## src/utf8_stream_decoder_unit_defines.svh

```systemverilog
// Assertion macros for the UTF-8 stream decoder.
// Included by the RTL files that carry concurrent checks; no other dependencies.
`ifndef UTF8_STREAM_DECODER_UNIT_DEFINES_SVH
`define UTF8_STREAM_DECODER_UNIT_DEFINES_SVH

`ifndef SYNTH
// Check that cons holds in the same cycle as ante
`define UTF8SD_ASSERT_IMP(name, clk, rst, ante, cons) \
  name: assert property (@(posedge clk) disable iff (rst) (ante) |-> (cons)) \
    else $error("utf8sd check failed");
// Check that cons holds in the cycle after ante
`define UTF8SD_ASSERT_NXT(name, clk, rst, ante, cons) \
  name: assert property (@(posedge clk) disable iff (rst) (ante) |=> (cons)) \
    else $error("utf8sd check failed");
`else
`define UTF8SD_ASSERT_IMP(name, clk, rst, ante, cons)
`define UTF8SD_ASSERT_NXT(name, clk, rst, ante, cons)
`endif

`endif

```

## src/utf8sd_pkg.sv

```systemverilog
// Shared types and constants for the UTF-8 stream decoder.
// No dependencies; imported by every module of the block.
`timescale 1ns / 1ps
`default_nettype none

package utf8sd_pkg;

  // Width of the running character total
  localparam int COUNT_WIDTH = 16;

  // Queue between classifier and decoder
  localparam int QUEUE_DEPTH = 4;
  localparam int QUEUE_AW    = $clog2(QUEUE_DEPTH);
  localparam int QUEUE_CW    = $clog2(QUEUE_DEPTH + 1);

  localparam int CP_WIDTH    = 31;
  localparam int UNIT_WIDTH  = 16;
  localparam int FIELD_WIDTH = 16;

  // Token kinds
  localparam logic [1:0] TOK_LEAD = 2'd0;
  localparam logic [1:0] TOK_CONT = 2'd1;
  localparam logic [1:0] TOK_END  = 2'd2;

  // Byte values that end a string when seen as a lead byte
  localparam logic [7:0] BYTE_NUL = 8'h00;
  localparam logic [7:0] BYTE_FF  = 8'hff;

  // Classified byte handed from front to back
  typedef struct packed {
    logic [1:0] kind;
    logic       last;     // this byte completes a result
    logic [2:0] len;      // sequence length, lead bytes only
    logic [6:0] payload;  // masked payload bits
  } tok_t;

  // Clamp the running total to the 16-bit result field
  function automatic logic [FIELD_WIDTH-1:0] count_field(input logic [COUNT_WIDTH-1:0] t);
    logic [COUNT_WIDTH+FIELD_WIDTH-1:0] w;
    w = {{FIELD_WIDTH{1'b0}}, t};
    if (|(w >> FIELD_WIDTH)) begin
      return {FIELD_WIDTH{1'b1}};
    end
    return w[FIELD_WIDTH-1:0];
  endfunction

endpackage

`default_nettype wire

```

## src/utf8sd_front.sv

```systemverilog
// Front end: accepts input bytes and classifies them as lead, continuation or end.
// Depends on utf8sd_pkg; feeds utf8sd_queue.
`timescale 1ns / 1ps
`default_nettype none

module utf8sd_front (
  input  wire logic              clk,
  input  wire logic              rst,
  input  wire logic              s_tvalid,
  output logic                   s_tready,
  input  wire logic [7:0]        s_tdata,    // [7:0] data_byte
  input  wire logic              q_full,
  output logic                   q_push,
  output utf8sd_pkg::tok_t       q_tok
);
  import utf8sd_pkg::*;

  logic [2:0] pending;
  logic [2:0] pending_next;
  logic [7:0] b;

  assign b        = s_tdata;
  assign s_tready = !q_full;
  assign q_push   = s_tvalid && s_tready;

  // Classify the byte against the open sequence
  always_comb begin
    q_tok        = '0;
    pending_next = pending;
    if (pending != 3'd0) begin
      q_tok.kind    = TOK_CONT;
      q_tok.payload = {1'b0, b[5:0]};
      q_tok.last    = (pending == 3'd1);
      pending_next  = pending - 3'd1;
    end else if (b == BYTE_NUL || b == BYTE_FF) begin
      q_tok.kind = TOK_END;
      q_tok.last = 1'b1;
    end else begin
      q_tok.kind = TOK_LEAD;
      priority if (b < 8'h80) begin
        q_tok.len = 3'd1; q_tok.payload = b[6:0];
      end else if (b < 8'he0) begin
        q_tok.len = 3'd2; q_tok.payload = {2'b0, b[4:0]};
      end else if (b < 8'hf0) begin
        q_tok.len = 3'd3; q_tok.payload = {3'b0, b[3:0]};
      end else if (b < 8'hf8) begin
        q_tok.len = 3'd4; q_tok.payload = {4'b0, b[2:0]};
      end else if (b < 8'hfe) begin
        q_tok.len = 3'd5; q_tok.payload = {5'b0, b[1:0]};
      end else begin
        q_tok.len = 3'd6; q_tok.payload = {6'b0, b[0]};
      end
      q_tok.last   = (q_tok.len == 3'd1);
      pending_next = q_tok.len - 3'd1;
    end
  end

  // Advance the continuation count on each accepted byte
  always_ff @(posedge clk) begin
    if (rst) begin
      pending <= 3'd0;
    end else if (q_push) begin
      pending <= pending_next;
    end
  end

endmodule

`default_nettype wire

```

## src/utf8sd_queue.sv

```systemverilog
// Short token queue between the classifier and the decoder.
// Depends on utf8sd_pkg and the assertion macro header.
`timescale 1ns / 1ps
`default_nettype none
`include "utf8_stream_decoder_unit_defines.svh"

module utf8sd_queue (
  input  wire logic              clk,
  input  wire logic              rst,
  input  wire logic              push,
  input  utf8sd_pkg::tok_t       push_tok,
  output logic                   full,
  input  wire logic              pop,
  output utf8sd_pkg::tok_t       pop_tok,
  output logic                   empty
);
  import utf8sd_pkg::*;

  tok_t                mem [QUEUE_DEPTH];
  logic [QUEUE_AW-1:0] wr_ptr;
  logic [QUEUE_AW-1:0] rd_ptr;
  logic [QUEUE_CW-1:0] count;

  assign full    = (count == QUEUE_CW'(QUEUE_DEPTH));
  assign empty   = (count == '0);
  assign pop_tok = mem[rd_ptr];

  // Store tokens
  always_ff @(posedge clk) begin
    if (push) begin
      mem[wr_ptr] <= push_tok;
    end
  end

  // Track pointers and fill level
  always_ff @(posedge clk) begin
    if (rst) begin
      wr_ptr <= '0;
      rd_ptr <= '0;
      count  <= '0;
    end else begin
      if (push) begin
        wr_ptr <= wr_ptr + 1'b1;
      end
      if (pop) begin
        rd_ptr <= rd_ptr + 1'b1;
      end
      if (push && !pop) begin
        count <= count + 1'b1;
      end else if (pop && !push) begin
        count <= count - 1'b1;
      end
    end
  end

  `UTF8SD_ASSERT_IMP(a_no_overflow, clk, rst, push, !full || pop)
  `UTF8SD_ASSERT_IMP(a_no_underflow, clk, rst, pop, !empty)
  `UTF8SD_ASSERT_NXT(a_level_bound, clk, rst, 1'b1, count <= QUEUE_CW'(QUEUE_DEPTH))

endmodule

`default_nettype wire

```

## src/utf8sd_back.sv

```systemverilog
// Back end: accumulates code points, keeps the character total, drives results.
// Depends on utf8sd_pkg; pops tokens from utf8sd_queue.
`timescale 1ns / 1ps
`default_nettype none

module utf8sd_back (
  input  wire logic              clk,
  input  wire logic              rst,
  input  utf8sd_pkg::tok_t       q_tok,
  input  wire logic              q_empty,
  output logic                   q_pop,
  output logic                   m_tvalid,
  input  wire logic              m_tready,
  output logic [71:0]            m_tdata,   // [30:0] code_point, [46:31] code_unit,
                                            // [49:47] byte_count, [65:50] char_count
  output logic                   m_tuser    // [0] end_of_string
);
  import utf8sd_pkg::*;

  logic [CP_WIDTH-1:0]    acc;
  logic [CP_WIDTH-1:0]    acc_next;
  logic [2:0]             seq_len;
  logic [2:0]             seq_len_next;
  logic [COUNT_WIDTH-1:0] total;
  logic [COUNT_WIDTH-1:0] total_next;
  logic [COUNT_WIDTH-1:0] total_inc;
  logic [CP_WIDTH-1:0]    res_cp;
  logic [2:0]             res_len;
  logic [FIELD_WIDTH-1:0] res_cnt;
  logic                   res_end;
  logic                   is_end;

  assign q_pop     = !q_empty && (!m_tvalid || m_tready);
  assign is_end    = (q_tok.kind == TOK_END);
  assign total_inc = (total == {COUNT_WIDTH{1'b1}}) ? total : total + COUNT_WIDTH'(1);

  // Decode one token
  always_comb begin
    acc_next     = acc;
    seq_len_next = seq_len;
    total_next   = total;
    case (q_tok.kind)
      TOK_LEAD: begin
        acc_next     = {{(CP_WIDTH-7){1'b0}}, q_tok.payload};
        seq_len_next = q_tok.len;
      end
      TOK_CONT: begin
        acc_next = {acc[CP_WIDTH-7:0], q_tok.payload[5:0]};
      end
      TOK_END: begin
        acc_next     = '0;
        seq_len_next = 3'd0;
        total_next   = '0;
      end
      default: begin
        acc_next = acc;
      end
    endcase
    if (q_tok.last && !is_end) begin
      total_next = total_inc;
    end
    res_end = is_end;
    res_cp  = is_end ? '0 : acc_next;
    res_len = is_end ? 3'd0 : seq_len_next;
    res_cnt = is_end ? count_field(total) : count_field(total_inc);
  end

  // Update decode state on each popped token
  always_ff @(posedge clk) begin
    if (rst) begin
      acc     <= '0;
      seq_len <= 3'd0;
      total   <= '0;
    end else if (q_pop) begin
      acc     <= acc_next;
      seq_len <= seq_len_next;
      total   <= total_next;
    end
  end

  // Hold the result until the transaction completes
  always_ff @(posedge clk) begin
    if (rst) begin
      m_tvalid <= 1'b0;
    end else if (q_pop) begin
      m_tvalid <= q_tok.last;
    end else if (m_tready) begin
      m_tvalid <= 1'b0;
    end
  end

  always_ff @(posedge clk) begin
    if (q_pop && q_tok.last) begin
      m_tdata <= {6'b0, res_cnt, res_len, res_cp[UNIT_WIDTH-1:0], res_cp};
      m_tuser <= res_end;
    end
  end

endmodule

`default_nettype wire

```

## src/utf8_stream_decoder_unit.sv

```systemverilog
// UTF-8 stream decoder (six-byte form), one byte per cycle. A byte accepted on the
// input stream is classified in the same cycle and placed in a four-entry token
// queue; the decoder pops one token per cycle unless the output is stalled and
// registers its result, so a character passes the queue, then the output register.
// Throughput is one byte per cycle; it drops only while the output is stalled and
// the queue has filled. A 0x00 or 0xff lead byte yields an end-of-string result
// carrying the character total and clears that total. Depends on utf8sd_pkg.
`timescale 1ns / 1ps
`default_nettype none

module utf8_stream_decoder_unit (
  input  wire logic        clk,
  input  wire logic        rst,
  input  wire logic        s_tvalid,
  output logic             s_tready,
  input  wire logic [7:0]  s_tdata,   // [7:0] data_byte
  output logic             m_tvalid,
  input  wire logic        m_tready,
  output logic [71:0]      m_tdata,   // [30:0] code_point, [46:31] code_unit,
                                      // [49:47] byte_count, [65:50] char_count
  output logic             m_tuser    // [0] end_of_string
);
  import utf8sd_pkg::*;

  tok_t push_tok;
  tok_t pop_tok;
  logic push;
  logic pop;
  logic full;
  logic empty;

  // Classify incoming bytes
  utf8sd_front u_front (
    .clk      (clk),
    .rst      (rst),
    .s_tvalid (s_tvalid),
    .s_tready (s_tready),
    .s_tdata  (s_tdata),
    .q_full   (full),
    .q_push   (push),
    .q_tok    (push_tok)
  );

  // Decouple classifier from decoder
  utf8sd_queue u_queue (
    .clk      (clk),
    .rst      (rst),
    .push     (push),
    .push_tok (push_tok),
    .full     (full),
    .pop      (pop),
    .pop_tok  (pop_tok),
    .empty    (empty)
  );

  // Decode and drive results
  utf8sd_back u_back (
    .clk      (clk),
    .rst      (rst),
    .q_tok    (pop_tok),
    .q_empty  (empty),
    .q_pop    (pop),
    .m_tvalid (m_tvalid),
    .m_tready (m_tready),
    .m_tdata  (m_tdata),
    .m_tuser  (m_tuser)
  );

endmodule

`default_nettype wire

```

## config.mk

```make
export PLATFORM = sky130hd
export DESIGN_NAME = utf8_stream_decoder_unit
export DESIGN_NICKNAME = d
export VERILOG_FILES = /design/src/utf8sd_pkg.sv /design/src/utf8sd_front.sv /design/src/utf8sd_queue.sv /design/src/utf8sd_back.sv /design/src/utf8_stream_decoder_unit.sv
export VERILOG_INCLUDE_DIRS = /design/src /design/src/src
export SDC_FILE = /design/constraint.sdc
export NUM_CORES = 1
export LEC_CHECK = 0
export BUFFER_PORTS_ARGS = -buffer_cell sky130_fd_sc_hd__buf_2
export CAP_MARGIN = 15
export CORE_AREA = 2 2 247 127
export CTS_CLUSTER_DIAMETER = 150
export DETAILED_ROUTE_END_ITERATION = 7
export DIE_AREA = 0 0 249 129
export GPL_ROUTABILITY_DRIVEN = 0
export GPL_TIMING_DRIVEN = 0
export MAX_ROUTING_LAYER = met4
export SYNTH_ARGS = -nofsm -noshare
export SYNTH_HDL_FRONTEND = slang
export SYNTH_SLANG_ARGS = --single-unit
```

## constraint.sdc

```tcl
create_clock -name clk -period 3.6 [get_ports clk]
set_clock_uncertainty 0.1 [all_clocks]
set_input_delay 0.18 -clock clk [delete_from_list [all_inputs] [get_ports clk]]
set_output_delay 0.18 -clock clk [all_outputs]
set_load 0.01 [all_outputs]
```

==> results.txt <==
Vias after detailed routing = 5,266
Most instantiated cells after synthesis = 103 x edfxtp_1, 76 x nand2_1, 73 x nor2_1
Int Pwr = 4451 uW
# hold bufs at CTS = 0
Seq/Total Area, Yosys = 58.77%
FF+latch count, synth = 166
Syn_area_per_cell = 11.59 um^2
Clk network pwr share = 25.3%
Filler instances = 3,061
Via density = 4.555
Setup TNS Final = 0 ns
Worst slew pin tran = 0.8023 ns
Top post-synthesis cells by area = edfxtp_1 42%, dfxtp_1 17%, mux2i_1 4.1%
TritonCTS clock tree = yes
Final max-slew violation count = 0
Asr flop ratio synth = 0%
Grt ovf = 0
Cells after DPL = 1,123
# Max-Cap Violations = 0
DRC = 1
RSZ-0062 raised after global routing = no
Postcts setup bufs = 0
Minimum clock period = 3.263 ns
Hold Violations, Final = 0
Total GRT Usage = 12.04%
Global-route wire length before repair = 28,470 um
Max H-tree Level = 4
Final setup violation count = 0
Sequential cell fraction of total power = 39.6%
Layout Area Growth over Synthesis = 20.28%
Number of synthesized flops with an enable pin = 103
Syn. warnings = 0
Cts bufs inserted = 17
Failing checks = design-rule violations
PortBufs = 79
Critical path required time = 3.85 ns
Die Ht = 129 um
Leak = 0.003310 uW
Row cnt = 45
Synth unique cells = 62
Top cell type's share of synthesized area = 41.75%
Die W = 249 um
Fmax = 306.5 MHz
Die area = 32,120 um^2
CTS max path bufs = 2
Final cell count without fillers = 1,156
Synthesized area = 7408 um^2
Vias in the first global route = 4,946
Initial DRC Count = 513
Antenna viol nets, final = 0
Clock-pin slew on the worst setup and hold paths = 0.06 ns
DRT Pass-1 Iters = 8
Psw = 2518 uW
Peak supply drop = 354.8 uV
CTS root buffer = clkbuf_16
Cts repair resizes = 0
Comb pwr share = 35.2%
Initial Util = 24.78%
Cell Area, Placed = 8342 um^2
Wirelength per Cell = 15.76 um
Run status = complete, but fails checks
Antenna violations before repair = 1
Max-Slew Margin vs Limit = 46.04%
Final period util = 90.63%
CP Launch Type = flop
Clk sinks = 166
CP Capture Type = flop
I/O pin cnt = 87
Clock Latency Late Sink = 0.43 ns
HPWL after detailed placement = 13,250 um
Design area = 8911 um^2
PD cells = 782.1 nW/um^2
Largest net degree at the start of global routing = 32
Fin nets = 767
Setup CP Type = flop to flop
Critical path fanouts, max = 10
Primary FF master, synth = edfxtp_1
Total Wirelength = 18,220 um
Core ar. = 29,900 um^2
Mapped Cells = 639
Tot Pwr = 6969 uW
Crit path arrival time = 3.51 ns
Hold Crit Class = input port to flop
Leading area contributor after synthesis = edfxtp_1
Share of cells above drive strength 1 = 23.02%
Most frequent cell after synthesis = edfxtp_1
Switching Fraction = 36.13%
-- logic make-up (layout without fill, tap and decap cells) --
family,count (synthesis),after routing,synth area share [%]
buffers and inverters,70,182,5.303
adders and majority gates,12,12,2.128
muxes,45,45,8.309
AOI/OAI and AO/OA,114,114,9.914
and+or+nand+nor,215,215,13.63
DFF,166,166,58.77
xor gates and xnor gates,16,16,1.892
other,1,7,0.05062
-- power by group through the flow --
stage          registers, uW  clock network (uW)  logic, uW
2_1_floorplan           2860                   0       1510
3_3_place_gp            2800                   0       2390
3_5_place_dp            2800                   0       2450
4_1_cts                 2770                1800       2460
5_1_grt                 2810                1880       2680
6_report                2760                1760       2450
-- metal layers --
layer,up-vias,part of all wire [%],global-route usage (%)
met2,176,39,15.92
met4,0,1.4,4.135
met3,19,6.7,3.277
met1,2566,52,17.35
li1,2505,-,-
met5,-,0,-
-- cells in the final DEF, fill, tap and decap left out, types with 7 or more instances in the layout --
master and instances:
dfxtp_1 63, clkbuf_16 17, o21a_1 8, mux2i_1 30
ha_1 11, clkbuf_1 19, a22o_1 9, nand3_1 9
and3_1 7, buf_2 85, nor3_1 7, a31oi_1 7
mux4_2 13, nand2_1 76, edfxtp_1 103, o21ai_0 12
inv_1 14, nor2_1 73, nand4_1 8, buf_4 24
a21oi_1 49, xnor2_1 10
-- flip-flops by register name, indices dropped and copies added (netlist names), 2 cells and up, named ones only --
| register | cells |
|---|---|
| u_queue.count | 3 |
| u_back.m_tdata | 50 |
| u_back.total | 16 |
| u_front.pending | 3 |
| u_queue.mem | 52 |
| u_back.acc | 31 |
| u_back.seq_len | 3 |
| u_queue.rd_ptr | 2 |
| u_queue.wr_ptr | 2 |
-- metrics by stage --
| step | setup WS [ns] | hold slack [ns] | utilization, % |
|---|---|---|---|
| finish | 0.3373 | 0.06891 | 29.81 |
| detailed placement | 0.4405 | 0.3481 | 27.90 |
| global route | 0.1478 | 0.06956 | 29.81 |
| floorplan | 0.8994 | 0.3025 | - |
| CTS | 0.3683 | 0.04811 | 29.80 |
| global placement | 0.3746 | 0.3441 | 27.83 |
-- final timing paths --
| path | startpoint | end | slack [ns] | cells past startpoint |
|---|---|---|---|---|
| max | u_queue.count[0]$_SDFFE_PP0P_ | u_queue.count[2]$_SDFFE_PP0P_ | 0.34 | 11 |
| min | m_tready | u_back.m_tvalid$_SDFFE_PP0P_ | 0.07 | 3 |
| max reg2reg | u_queue.count[0]$_SDFFE_PP0P_ | u_queue.count[2]$_SDFFE_PP0P_ | 0.34 | 11 |
| min reg2reg | u_back.acc[25]$_SDFFE_PP0P_ | u_back.acc[25]$_SDFFE_PP0P_ | 0.36 | 2 |
-- worst max-delay path, stage by stage, from the launching register on --
cell and delay, ns:
dfxtp_1 0.36, or3_1 0.39, and2_0 0.25, inv_1 0.11
buf_2 0.24, buf_2 0.37, ha_1 0.26, inv_1 0.07
fa_1 0.38, xor2_1 0.17, or3_1 0.30, a21oi_1 0.17
-- cell type report --
cell class	instances	area, um^2	area share, %
Sequential cell	166	4354	48.86
Multi-Input combinational cell	408	2680	30.08
Tap cell	399	499.2	5.602
Clock buffer	19	442.9	4.971
Timing Repair Buffer	80	415.4	4.662
Buffer	53	326.6	3.665
Clock inverter	13	123.9	1.390
Inverter	17	66.31	0.7442
Antenna cell	1	2.502	0.02808
Power figures use the tool's default switching activity.
